File: src/design/unesc_pkg.sv
// Package: shared types, constants and entity tables for the XML text unescaper.
`timescale 1ns / 1ps

package unesc_pkg;

    // Configuration port geometry
    localparam int PADDR_W = 3;
    localparam int PDATA_W = 32;
    localparam logic [0:0] REG_MAX_TEXT_LENGTH = 1'b0;
    localparam logic [15:0] MAX_TEXT_LENGTH_RESET = 16'd1024;

    // Most result items one input byte can cause
    localparam int BURST_MAX = 5;
    localparam int BURST_CNT_W = 3;

    // Characters of interest
    localparam logic [7:0] CH_NUL = 8'h00;
    localparam logic [7:0] CH_LT = 8'h3C;
    localparam logic [7:0] CH_GT = 8'h3E;
    localparam logic [7:0] CH_AMP = 8'h26;
    localparam logic [7:0] CH_L = 8'h6C;
    localparam logic [7:0] CH_G = 8'h67;
    localparam logic [7:0] CH_A = 8'h61;
    localparam logic [7:0] CH_T = 8'h74;
    localparam logic [7:0] CH_M = 8'h6D;
    localparam logic [7:0] CH_P = 8'h70;
    localparam logic [7:0] CH_SEMI = 8'h3B;

    // Entity candidates
    localparam logic [1:0] CAND_AMP_ONLY = 2'd0;
    localparam logic [1:0] CAND_LT = 2'd1;
    localparam logic [1:0] CAND_GT = 2'd2;
    localparam logic [1:0] CAND_AMP = 2'd3;

    // Status codes
    localparam logic [2:0] ST_OK = 3'd0;
    localparam logic [2:0] ST_NOT_ELEMENT = 3'd1;
    localparam logic [2:0] ST_NO_GT = 3'd2;
    localparam logic [2:0] ST_NO_CLOSE = 3'd3;
    localparam logic [2:0] ST_TOO_LONG = 3'd4;

    typedef enum logic [2:0] {
        PH_IDLE = 3'd0,
        PH_HEAD = 3'd1,
        PH_TEXT = 3'd2,
        PH_OVER = 3'd3,
        PH_DONE = 3'd4
    } phase_t;

    typedef struct packed {
        logic [7:0] char_byte;
        logic       start_req;
    } in_item_t;

    typedef struct packed {
        logic [7:0] out_byte;
        logic       is_status;
        logic [2:0] status;
        logic       last;
    } out_item_t;

    typedef out_item_t [BURST_MAX-1:0] burst_t;

    typedef struct packed {
        phase_t      phase;
        logic        early_open_seen;
        logic [2:0]  match_position;
        logic [1:0]  match_candidates;
        logic [16:0] raw_count;
    } parse_state_t;

    typedef struct packed {
        burst_t                 items;
        logic [BURST_CNT_W-1:0] count;
    } burst_load_t;

    // Character k of the entity named by cand
    function automatic logic [7:0] ent_char(input logic [1:0] cand, input logic [2:0] k);
        logic [7:0] ch;
        ch = CH_NUL;
        if (k == 3'd0) begin
            ch = CH_AMP;
        end else begin
            case (cand)
                CAND_LT: begin
                    case (k)
                        3'd1: ch = CH_L;
                        3'd2: ch = CH_T;
                        3'd3: ch = CH_SEMI;
                        default: ch = CH_NUL;
                    endcase
                end
                CAND_GT: begin
                    case (k)
                        3'd1: ch = CH_G;
                        3'd2: ch = CH_T;
                        3'd3: ch = CH_SEMI;
                        default: ch = CH_NUL;
                    endcase
                end
                CAND_AMP: begin
                    case (k)
                        3'd1: ch = CH_A;
                        3'd2: ch = CH_M;
                        3'd3: ch = CH_P;
                        3'd4: ch = CH_SEMI;
                        default: ch = CH_NUL;
                    endcase
                end
                default: ch = CH_NUL;
            endcase
        end
        return ch;
    endfunction

    function automatic logic [2:0] ent_len(input logic [1:0] cand);
        logic [2:0] len;
        case (cand)
            CAND_LT, CAND_GT: len = 3'd4;
            CAND_AMP: len = 3'd5;
            default: len = 3'd1;
        endcase
        return len;
    endfunction

    function automatic logic [7:0] ent_value(input logic [1:0] cand);
        logic [7:0] v;
        case (cand)
            CAND_LT: v = CH_LT;
            CAND_GT: v = CH_GT;
            CAND_AMP: v = CH_AMP;
            default: v = CH_NUL;
        endcase
        return v;
    endfunction

    function automatic out_item_t mk_byte(input logic [7:0] b);
        out_item_t it;
        it = '0;
        it.out_byte = b;
        return it;
    endfunction

    function automatic out_item_t mk_status(input logic [2:0] st);
        out_item_t it;
        it = '0;
        it.is_status = 1'b1;
        it.status = st;
        it.last = 1'b1;
        return it;
    endfunction

endpackage

File: src/design/unesc_decode.sv
// Decoder: next parser state and the result burst for one input byte.
`timescale 1ns / 1ps

module unesc_decode (
    input  unesc_pkg::parse_state_t state_cur,
    input  unesc_pkg::in_item_t     item_in,
    input  logic [15:0]             max_text_length,
    output unesc_pkg::parse_state_t state_next,
    output unesc_pkg::burst_load_t  burst_out
);
    import unesc_pkg::*;

    logic [7:0]  c;
    logic [16:0] raw_inc;
    logic [1:0]  cand_sel;
    logic        mismatch;
    logic        fresh;
    logic [2:0]  base;

    assign c = item_in.char_byte;
    assign raw_inc = state_cur.raw_count + 17'd1;

    // Pick the entity from the byte after '&'
    always_comb begin
        case (c)
            CH_L: cand_sel = CAND_LT;
            CH_G: cand_sel = CAND_GT;
            CH_A: cand_sel = CAND_AMP;
            default: cand_sel = CAND_AMP_ONLY;
        endcase
    end

    // Advance the parser and build the burst
    always_comb begin
        state_next = state_cur;
        burst_out = '0;
        mismatch = 1'b0;
        fresh = 1'b0;
        base = 3'd0;
        if (item_in.start_req) begin
            state_next.early_open_seen = 1'b0;
            state_next.match_position = 3'd0;
            state_next.match_candidates = CAND_AMP_ONLY;
            state_next.raw_count = '0;
            if (c != CH_LT) begin
                burst_out.items[0] = mk_status(ST_NOT_ELEMENT);
                burst_out.count = 3'd1;
                state_next.phase = PH_DONE;
            end else begin
                state_next.phase = PH_HEAD;
            end
        end else begin
            unique case (state_cur.phase)
                PH_HEAD: begin
                    if (c == CH_NUL) begin
                        burst_out.items[0] = mk_status(ST_NO_GT);
                        burst_out.count = 3'd1;
                        state_next.phase = PH_DONE;
                    end else if (c == CH_GT) begin
                        if (state_cur.early_open_seen) begin
                            burst_out.items[0] = mk_status(ST_OK);
                            burst_out.count = 3'd1;
                            state_next.phase = PH_DONE;
                        end else begin
                            state_next.phase = PH_TEXT;
                        end
                    end else if (c == CH_LT) begin
                        state_next.early_open_seen = 1'b1;
                    end
                end
                PH_TEXT: begin
                    if (c == CH_NUL) begin
                        // Drop held bytes
                        state_next.match_position = 3'd0;
                        state_next.match_candidates = CAND_AMP_ONLY;
                        burst_out.items[0] = mk_status(ST_NO_CLOSE);
                        burst_out.count = 3'd1;
                        state_next.phase = PH_DONE;
                    end else if (c == CH_LT) begin
                        // Release held bytes, then close with ok
                        for (int k = 0; k < BURST_MAX; k++) begin
                            if (3'(k) < state_cur.match_position) begin
                                burst_out.items[k] = mk_byte(
                                    ent_char(state_cur.match_candidates, 3'(k)));
                            end
                        end
                        burst_out.items[state_cur.match_position] = mk_status(ST_OK);
                        burst_out.count = state_cur.match_position + 3'd1;
                        state_next.match_position = 3'd0;
                        state_next.match_candidates = CAND_AMP_ONLY;
                        state_next.phase = PH_DONE;
                    end else begin
                        state_next.raw_count = raw_inc;
                        if (raw_inc > {1'b0, max_text_length}) begin
                            state_next.match_position = 3'd0;
                            state_next.match_candidates = CAND_AMP_ONLY;
                            state_next.phase = PH_OVER;
                        end else begin
                            // Entity matching
                            if (state_cur.match_position == 3'd0) begin
                                fresh = 1'b1;
                            end else if (state_cur.match_position == 3'd1) begin
                                if (cand_sel != CAND_AMP_ONLY) begin
                                    state_next.match_candidates = cand_sel;
                                    state_next.match_position = 3'd2;
                                end else begin
                                    mismatch = 1'b1;
                                end
                            end else if (state_cur.match_position
                                         < ent_len(state_cur.match_candidates)
                                         && ent_char(state_cur.match_candidates,
                                                     state_cur.match_position) == c) begin
                                if (state_cur.match_position + 3'd1
                                    == ent_len(state_cur.match_candidates)) begin
                                    burst_out.items[0] = mk_byte(
                                        ent_value(state_cur.match_candidates));
                                    burst_out.count = 3'd1;
                                    state_next.match_position = 3'd0;
                                    state_next.match_candidates = CAND_AMP_ONLY;
                                end else begin
                                    state_next.match_position =
                                        state_cur.match_position + 3'd1;
                                end
                            end else begin
                                mismatch = 1'b1;
                            end

                            // Release held bytes verbatim on a mismatch
                            if (mismatch) begin
                                fresh = 1'b1;
                                base = state_cur.match_position;
                                for (int k = 0; k < BURST_MAX; k++) begin
                                    if (3'(k) < state_cur.match_position) begin
                                        burst_out.items[k] = mk_byte(
                                            ent_char(state_cur.match_candidates, 3'(k)));
                                    end
                                end
                            end

                            // Check the current byte from scratch
                            if (fresh) begin
                                state_next.match_candidates = CAND_AMP_ONLY;
                                if (c == CH_AMP) begin
                                    state_next.match_position = 3'd1;
                                    burst_out.count = base;
                                end else begin
                                    state_next.match_position = 3'd0;
                                    burst_out.items[base] = mk_byte(c);
                                    burst_out.count = base + 3'd1;
                                end
                            end
                        end
                    end
                end
                PH_OVER: begin
                    if (c == CH_NUL) begin
                        burst_out.items[0] = mk_status(ST_NO_CLOSE);
                        burst_out.count = 3'd1;
                        state_next.phase = PH_DONE;
                    end else if (c == CH_LT) begin
                        burst_out.items[0] = mk_status(ST_TOO_LONG);
                        burst_out.count = 3'd1;
                        state_next.phase = PH_DONE;
                    end
                end
                PH_IDLE, PH_DONE: begin
                    state_next = state_cur;
                end
                default: begin
                    state_next = state_cur;
                end
            endcase
        end
    end

endmodule

File: src/design/unesc_burst.sv
// Result buffer: holds one burst and drains it through the output register.
`timescale 1ns / 1ps

module unesc_burst (
    input  logic                   aclk,
    input  logic                   aresetn,
    input  logic                   load,
    input  unesc_pkg::burst_load_t burst_in,
    output logic                   load_ready,
    output logic                   m_valid,
    input  logic                   m_ready,
    output unesc_pkg::out_item_t   m_payload
);
    import unesc_pkg::*;

    burst_t                 items_reg;
    logic [BURST_CNT_W-1:0] cnt_reg;
    logic [BURST_CNT_W-1:0] cnt_next;
    logic [BURST_CNT_W-1:0] idx_reg;
    logic [BURST_CNT_W-1:0] idx_next;
    logic [BURST_CNT_W-1:0] idx_inc;
    logic                   m_valid_reg;
    logic                   m_valid_next;
    out_item_t              out_reg;
    logic                   pending;
    logic                   take;

    // Move the next buffered item into the output register when it is free
    assign pending = (idx_reg != cnt_reg);
    assign take = pending && (!m_valid_reg || m_ready);
    assign idx_inc = idx_reg + 3'd1;
    assign load_ready = !pending || (take && idx_inc == cnt_reg);

    always_comb begin
        cnt_next = cnt_reg;
        idx_next = idx_reg;
        if (load) begin
            cnt_next = burst_in.count;
            idx_next = '0;
        end else if (take) begin
            idx_next = idx_inc;
        end
    end

    always_comb begin
        m_valid_next = m_valid_reg;
        if (take) begin
            m_valid_next = 1'b1;
        end else if (m_ready) begin
            m_valid_next = 1'b0;
        end
    end

    always_ff @(posedge aclk) begin
        if (!aresetn) begin
            cnt_reg <= '0;
            idx_reg <= '0;
            m_valid_reg <= 1'b0;
        end else begin
            cnt_reg <= cnt_next;
            idx_reg <= idx_next;
            m_valid_reg <= m_valid_next;
        end
    end

    // Payload registers
    always_ff @(posedge aclk) begin
        if (load) begin
            items_reg <= burst_in.items;
        end
        if (take) begin
            out_reg <= items_reg[idx_reg];
        end
    end

    assign m_valid = m_valid_reg;
    assign m_payload = out_reg;

    a_cnt_range: assert property (@(posedge aclk) disable iff (!aresetn)
        cnt_reg <= 3'(BURST_MAX))
        else $error("burst count beyond buffer depth");

    a_idx_le_cnt: assert property (@(posedge aclk) disable iff (!aresetn)
        idx_reg <= cnt_reg)
        else $error("drain index passed burst count");

    a_load_when_drained: assert property (@(posedge aclk) disable iff (!aresetn)
        load |-> (!pending || (take && idx_inc == cnt_reg)))
        else $error("burst loaded over undelivered results");

endmodule

File: src/design/xml_node_text_unescape.sv
// Top level: XML element text extractor with entity decoding and APB config.
// Path: results of an accepted transaction are registered in the burst buffer, then
// in the output register on m_; later results follow one a cycle while m_ready is high.
// Throughput: one input transaction per cycle while each causes at most one result
// and m_ready is high; more results stall input until the last enters the output register.
// Reset (aresetn, synchronous, active low): parser idle, buffers empty, limit 1024.
`timescale 1ns / 1ps

module xml_node_text_unescape (
    input  logic                            aclk,
    input  logic                            aresetn,
    input  logic                            s_valid,
    output logic                            s_ready,
    input  unesc_pkg::in_item_t             s_payload,
    output logic                            m_valid,
    input  logic                            m_ready,
    output unesc_pkg::out_item_t            m_payload,
    input  logic                            psel,
    input  logic                            penable,
    input  logic                            pwrite,
    input  logic [unesc_pkg::PADDR_W-1:0]   paddr,
    input  logic [unesc_pkg::PDATA_W-1:0]   pwdata,
    output logic [unesc_pkg::PDATA_W-1:0]   prdata,
    output logic                            pready
);
    import unesc_pkg::*;

    parse_state_t state_reg;
    parse_state_t state_next;
    burst_load_t  burst;
    logic [15:0]  max_len_reg;
    logic         load_ready;
    logic         accept;
    logic         cfg_write;
    logic         reg_hit;

    // Configuration register
    assign pready = 1'b1;
    assign reg_hit = (paddr[PADDR_W-1] == REG_MAX_TEXT_LENGTH);
    assign cfg_write = psel && penable && pwrite && pready && reg_hit;
    assign prdata = reg_hit ? {16'd0, max_len_reg} : '0;

    always_ff @(posedge aclk) begin
        if (!aresetn) begin
            max_len_reg <= MAX_TEXT_LENGTH_RESET;
        end else if (cfg_write) begin
            max_len_reg <= pwdata[15:0];
        end
    end

    // Input transaction handshake
    assign s_ready = load_ready;
    assign accept = s_valid && s_ready;

    unesc_decode u_decode (
        .state_cur       (state_reg),
        .item_in         (s_payload),
        .max_text_length (max_len_reg),
        .state_next      (state_next),
        .burst_out       (burst)
    );

    // Parser state register
    always_ff @(posedge aclk) begin
        if (!aresetn) begin
            state_reg <= '{phase: PH_IDLE, early_open_seen: 1'b0,
                           match_position: 3'd0, match_candidates: CAND_AMP_ONLY,
                           raw_count: 17'd0};
        end else if (accept) begin
            state_reg <= state_next;
        end
    end

    unesc_burst u_burst (
        .aclk       (aclk),
        .aresetn    (aresetn),
        .load       (accept),
        .burst_in   (burst),
        .load_ready (load_ready),
        .m_valid    (m_valid),
        .m_ready    (m_ready),
        .m_payload  (m_payload)
    );

    a_hold_depth: assert property (@(posedge aclk) disable iff (!aresetn)
        state_reg.match_position <= 3'd4)
        else $error("held entity bytes exceed four");

    a_hold_has_cand: assert property (@(posedge aclk) disable iff (!aresetn)
        state_reg.match_position >= 3'd2 |-> state_reg.match_candidates != CAND_AMP_ONLY)
        else $error("entity match past '&' without a candidate");

    a_hold_only_text: assert property (@(posedge aclk) disable iff (!aresetn)
        state_reg.match_position != 3'd0 |-> state_reg.phase == PH_TEXT)
        else $error("held entity bytes outside text phase");

endmodule

File: config.mk
export PLATFORM = sky130hd
export DESIGN_NAME = xml_node_text_unescape
export DESIGN_NICKNAME = d
export VERILOG_FILES = /design/src/design/unesc_pkg.sv /design/src/design/unesc_decode.sv /design/src/design/unesc_burst.sv /design/src/design/xml_node_text_unescape.sv
export SDC_FILE = /design/constraint.sdc
export NUM_CORES = 1
export LEC_CHECK = 0
export ABC_AREA = 1
export BUFFER_PORTS_ARGS = -buffer_cell sky130_fd_sc_hd__buf_2
export CAP_MARGIN = 20
export CORE_UTILIZATION = 50
export DETAILED_ROUTE_END_ITERATION = 6
export MAX_ROUTING_LAYER = met4
export PLACE_DENSITY_LB_ADDON = 0.15
export SLEW_MARGIN = 25
export SYNTH_ARGS = -nofsm -noshare
export SYNTH_HDL_FRONTEND = slang
export SYNTH_SLANG_ARGS = --single-unit
File: constraint.sdc
create_clock -name aclk -period 7.05 [get_ports aclk]
set_input_delay 0.705 -clock aclk [delete_from_list [all_inputs] [get_ports aclk]]
set_output_delay 0.705 -clock aclk [all_outputs]
set_load 0.02 [all_outputs]
=== Word level (Yosys, flattened, before mapping) ===
Cells that the tools add are included.

* Register bits after elaboration: 127

* Add/subtract/negate cells: 4
* $lt $le $gt $ge: 12
* Reduce and logical (&&, ||, !) cells: 31
* Eq/ne operators: 29
* Multiplexer cells: 143
* Bitwise operators: 6

{| class="wikitable"
|+ Operators by type and width
! cell !! number
|-
| 2-to-1 mux 65 bit || 7
|-
| 2-to-1 mux 13 bit || 27
|-
| 2-to-1 mux 68 bit || 3
|-
| 2-to-1 mux 16 bit || 8
|-
| 2-to-1 mux 3 bit || 32
|-
| 2-to-1 mux 8 bit || 11
|-
| demux 13 bit (select 3 bit) || 2
|-
| bitwise mux 65 bit || 1
|-
| AND 55 bit || 1
|-
| NOT 55 bit || 1
|-
| one-hot mux 16 bit (3 select lines) || 1
|-
| one-hot mux 7 bit (2 select lines) || 3
|-
| one-hot mux 7 bit (3 select lines) || 2
|-
| 2-to-1 mux 5 bit || 8
|-
| binary-select mux 13 bit (select 3 bit) || 1
|-
| 2-to-1 mux 17 bit || 2
|-
| 2-to-1 mux 26 bit || 1
|-
| == test 8 x 6 -> 1 bit (second input constant) || 3
|-
| == test 8 x 7 -> 1 bit (second input constant) || 3
|-
| 2-to-1 mux 1 bit || 23
|-
| 2-to-1 mux 22 bit || 1
|-
| one-hot mux 6 bit (3 select lines) || 1
|-
| adder 17 x 1 -> 17 bit (second input constant) || 1
|-
| greater-than comparator 17 x 16 -> 1 bit || 1
|-
| 45 further kinds || 81
|}

=== Logic depth before layout (Yosys ltp) ===
* Depth in word-level cells: 40
* Depth in mapped cells: 27
* Depth with buffers taken out: 27

=== Modules after synthesis ===
Synthesis repeated with hierarchy kept, for this count alone.

* Cells, all modules: 1207
* Area total of the unflattened synthesis: 8802.2 um^2

{| class="wikitable"
|+ By module, submodules not included
! module !! instances !! cells each !! seq. area each (um^2) !! area an instance (um^2)
|-
| unesc_decode || 1 || 671 || 0.0 || 3555.9
|-
| unesc_burst || 1 || 265 || 2482.4 || 3314.4
|-
| xml_node_text_unescape || 1 || 271 || 840.8 || 1931.9
|}

=== Worst setup path after synthesis ===
OpenSTA, ideal clock, no wires.

* Path type: reg-to-reg
* Start point: register state_reg[0] (netlist name)
* End point: register u_burst.items_reg[20] (netlist name), data pin
* Stages on the path, launching flop included: 20
* Arrival: 3072 ps
* Setup time: 176 ps
* Buffers on the path: 1
* Path slack: 3802 ps
* Path through: dfxtp_1 -> inv_1 -> nor2_1 -> nand3_1 -> nor3_1 -> inv_1 -> nor3_1 -> and3_1 -> nand4_1 -> xnor2_1 -> ha_1 -> nand4_1 -> nor4_1 -> nand2_1 -> nand2_2 -> nand2_2 -> nor2_2 -> nand2_1 -> buf_2 -> o32ai_1

* Longest elaborated chain between the ends: 4

{| class="wikitable"
|+ RTL lines
! item !! line !! RTL
|-
| start: declaration || xml_node_text_unescape.sv:28 || <nowiki>parse_state_t state_reg;</nowiki>
|-
| start signal: assignment || xml_node_text_unescape.sv:66 || <nowiki>state_reg <= '{phase: PH_IDLE, early_open_seen: 1'b0,</nowiki>
|-
| start signal: assignment || xml_node_text_unescape.sv:70 || <nowiki>state_reg <= state_next;</nowiki>
|-
| adder 17 x 1 -> 17 bit || unesc_decode.sv:21 || <nowiki>assign raw_inc = state_cur.raw_count + 17'd1;</nowiki>
|-
| greater-than comparator 17 x 16 -> 1 bit || unesc_decode.sv:94 || <nowiki>if (raw_inc > {1'b0, max_text_length}) begin</nowiki>
|-
| 2-to-1 mux 68 bit || unesc_decode.sv:94 ||
|-
| 2-to-1 mux 68 bit || unesc_decode.sv:79 || <nowiki>end else if (c == CH_LT) begin</nowiki>
|-
| end signal: assignment || unesc_burst.sv:69 || <nowiki>items_reg <= burst_in.items;</nowiki>
|-
| end: declaration || unesc_burst.sv:16 || <nowiki>burst_t items_reg;</nowiki>
|}

Every way passes these cells.
A chain may end at the register's enable or synchronous reset.

=== Worst setup path in the final report ===
* Start point: register state_reg[0] (netlist name)
* End point: register u_burst.items_reg[59] (netlist name), data pin

Same word-level chain as after synthesis.

==> flow_metrics.tcl <==
set metrics [dict create \
    netlist_area_um2 6970 \
    grt_usage_pct 26.6 \
    worstHoldEndpoint "state_reg[6]$_SDFFE_PN0P_" \
    layout_commonest_cell "nand2_1" \
    avgRoutedWirePerCell_um 15.7 \
    dpl.cell_count 1131 \
    yosysTopAreaCell "edfxtp_1" \
    clk_pin_slew_worst_paths_ps 80 \
    power_frac_comb_pct 27.1 \
    synth_area_leaders "edfxtp_1 (26%), dfxtp_1 (14%), nand2_1 (9.3%)" \
    stdcell_count 1147 \
    syn_area_per_cell_um2 7.56 \
    initial_core_util_pct 52.0 \
    drv_slew 0 \
    dp_hpwl_um 13400 \
    synth-edff-count 60 \
    worst_pin_slew_ps 822 \
    violations "DRC" \
    period_needed_ps 4230 \
    drc_errors 3 \
    cp.required_ps 7260 \
    final-seq-area_um2 2780 \
    start_kind "flip-flop" \
    n_antenna_cell 0 \
    cts_max_path_buffers 2 \
    cts_inserted_buffers 9 \
    final-hold-violation-count 0 \
    post_cts_buffers 0 \
    grt_pass1_vias 5637 \
    ys_ff_latch 109 \
    cts_tree "built" \
    hold_buffers 0 \
    multiInputGateArea_um2 3520 \
    whs_ps 490 \
    wl_um 18000 \
    ys.flop_type "edfxtp_1" \
    layout_common_cells "nand2_1 (173), inv_1 (106), a21oi_1 (95)" \
    fp-row-count 42 \
    drive_above_1_share_pct 13.3 \
    clock_power_share_pct 26.7 \
    synth-seq-area-share_pct 39.9 \
    grt_start_max_net_pins 53 \
    grt_first_pass_wirelength_um 28900 \
    fmax_mhz 237 \
    cts_resized 0 \
    cell_internal_pwr_w 0.00119 \
    rsz0062_at_grt "false" \
    yosysUniqueCellTypes 49 \
    switching_share_pct 35.1 \
    fin_crit_sh_pct 60.0 \
    drt_iter0_drc 596 \
    die_w_um 120 \
    pin_count 99 \
    largest_reg_flops 48 \
    whs_path_depth 2 \
    syn_to_final_growth_pct 8.89 \
    end_kind "flip-flop" \
    r2r_cells 20 \
    vias_per_cell 5.40 \
    drtPass1Iterations 7 \
    setup_viol 0 \
    cp_max_fo 13 \
    coreArea_um2 13400 \
    synthArstFlopShare_pct 0 \
    cts_sinks 109 \
    fillers 1282 \
    skew_ps 6.32 \
    seqPwrFrac_pct 46.1 \
    synth_top_area_share_pct 25.8 \
    switchingPower_w 0.000642 \
    clock_latency_ps 350 \
    max-vdd-ir-drop_mv 0.146 \
    r2r-end "u_burst.items_reg[59]$_SDFFCE_PP0P_" \
    gp_congestion 0.990 \
    criticalPathCategory "reg2reg" \
    leakagePower_nw 3.21 \
    antenna_found_initial 0 \
    ant_nets 0 \
    outcome "complete, but fails checks" \
    hold_class "reg2reg" \
    finalSetupTns_ps 0 \
    numPortBuffers 63 \
    ys_warn_count 0 \
    die_area_um2 14400 \
    syn_inst 922 \
    min_from "state_reg[6]$_SDFFE_PN0P_" \
    worst_r2r_startpoint "state_reg[0]$_SDFFE_PN0P_" \
    overflow 0 \
    power_density_nw_per_um2 241 \
    cts_max_level 3 \
    maxSlewHeadroom_pct 45.1 \
    routed-via-count 6195 \
    r2r_slack_ps 2820 \
    fin_nets 1048 \
    arrival_ps 4440 \
    finalPower_w 0.00183 \
    dieHeight_um 120 \
    drv_cap 0 \
    root_buffer "clkbuf_16" \
]
==> metrics by stage <==
stage	area, um^2	setup slack [ps]	util, %
after global placement	7310	2860	54.5
after CTS	7590	2780	56.6
after global routing	7590	2270	56.6
final	7590	2820	56.6
after floorplan	7030	3800	-
after detailed placement	7310	2830	54.5
==> synthesized netlist by cell type, types with 2 or more instances <==
cell	number
a221o_1	9
a22oi_1	3
buf_4	20
inv_1	106
nand2_1	173
xor2_1	9
nor2_1	93
a21oi_1	95
o21ai_1	17
o21ai_0	43
nor2_2	5
ha_1	31
edfxtp_1	60
clkinv_1	2
or2_2	3
a21oi_2	3
nor3_4	2
dfxtp_1	49
and3_1	2
o211ai_1	8
nor2_4	5
clkbuf_1	17
conb_1	2
nand4_1	14
a211oi_1	6
buf_1	2
o31ai_1	2
buf_2	6
xnor2_1	9
nand3_1	55
nor4_1	3
o22ai_1	8
nand2_2	9
nand3_2	2
inv_2	15
o21bai_1	2
nor3_1	20
==> metal layers <==
metal  vias up  track usage, %  wire length, um
met5         -               -                0
met3        19            4.33             1360
met1      2768            38.8             8680
li1       3159               -                -
met2       249            37.9             7680
met4         0            7.19              241
==> how the worst max path moves through the flow <==
stage	startpoint	end	slack, ps	depth (start not counted)
3_5_place_dp	state_reg[0]$_SDFFE_PN0P_	u_burst.items_reg[59]$_SDFFCE_PP0P_	2830	20
3_3_place_gp	state_reg[0]$_SDFFE_PN0P_	u_burst.items_reg[63]$_SDFFCE_PP0P_	2860	23
4_1_cts	state_reg[0]$_SDFFE_PN0P_	u_burst.items_reg[59]$_SDFFCE_PP0P_	2780	20
6_report	state_reg[0]$_SDFFE_PN0P_	u_burst.items_reg[59]$_SDFFCE_PP0P_	2820	20
2_1_floorplan	state_reg[0]$_SDFFE_PN0P_	u_burst.items_reg[20]$_SDFFCE_PP0P_	3800	19
5_1_grt	state_reg[0]$_SDFFE_PN0P_	u_burst.items_reg[59]$_SDFFCE_PP0P_	2270	20
==> layout make-up <==
class / instances / area share [%]
Inverter: 123 / 6.08
Clock inverter: 6 / 0.709
Sequential cell: 109 / 36.7
Tap cell: 176 / 2.90
Multi-Input combinational cell: 659 / 46.4
Timing Repair Buffer: 64 / 4.25
Clock buffer: 10 / 3.02
==> power by group through the flow <==
stage | sequential [W] | clock, W | combinational, W
2_1_floorplan | 0.000878 | 0 | 0.000337
3_3_place_gp | 0.000856 | 0 | 0.000489
3_5_place_dp | 0.000859 | 0 | 0.000492
4_1_cts | 0.000845 | 0.000496 | 0.000493
5_1_grt | 0.000853 | 0.000522 | 0.000548
6_report | 0.000843 | 0.000489 | 0.000496
==> critical path, cell delays in order (launching register included) <==
cell,delay (ps)
dfxtp_1,370
inv_1,80
nor2_1,190
nand3_1,150
nor3_1,270
inv_1,70
nor3_1,230
and3_1,280
nand4_1,130
xnor2_1,180
ha_1,330
nand4_1,90
nor4_1,260
nand2_1,140
nand2_2,150
nand2_2,90
nor2_2,260
nand2_1,340
inv_1,210
nand2_1,130
nor2_1,120
==> kinds of logic after synthesis <==
group | Yosys count | synth area share [%]
AND/OR/NAND/NOR | 391 | 25.2
AO/OA/AOI/OAI | 202 | 16.6
buffers and inverters | 169 | 10.4
flip-flops | 109 | 39.9
adder cells (fa/ha/maj) | 31 | 5.56
XOR/XNOR | 18 | 2.26
other | 2 | 0.108
No activity file was read; power rests on OpenSTA's default activity.
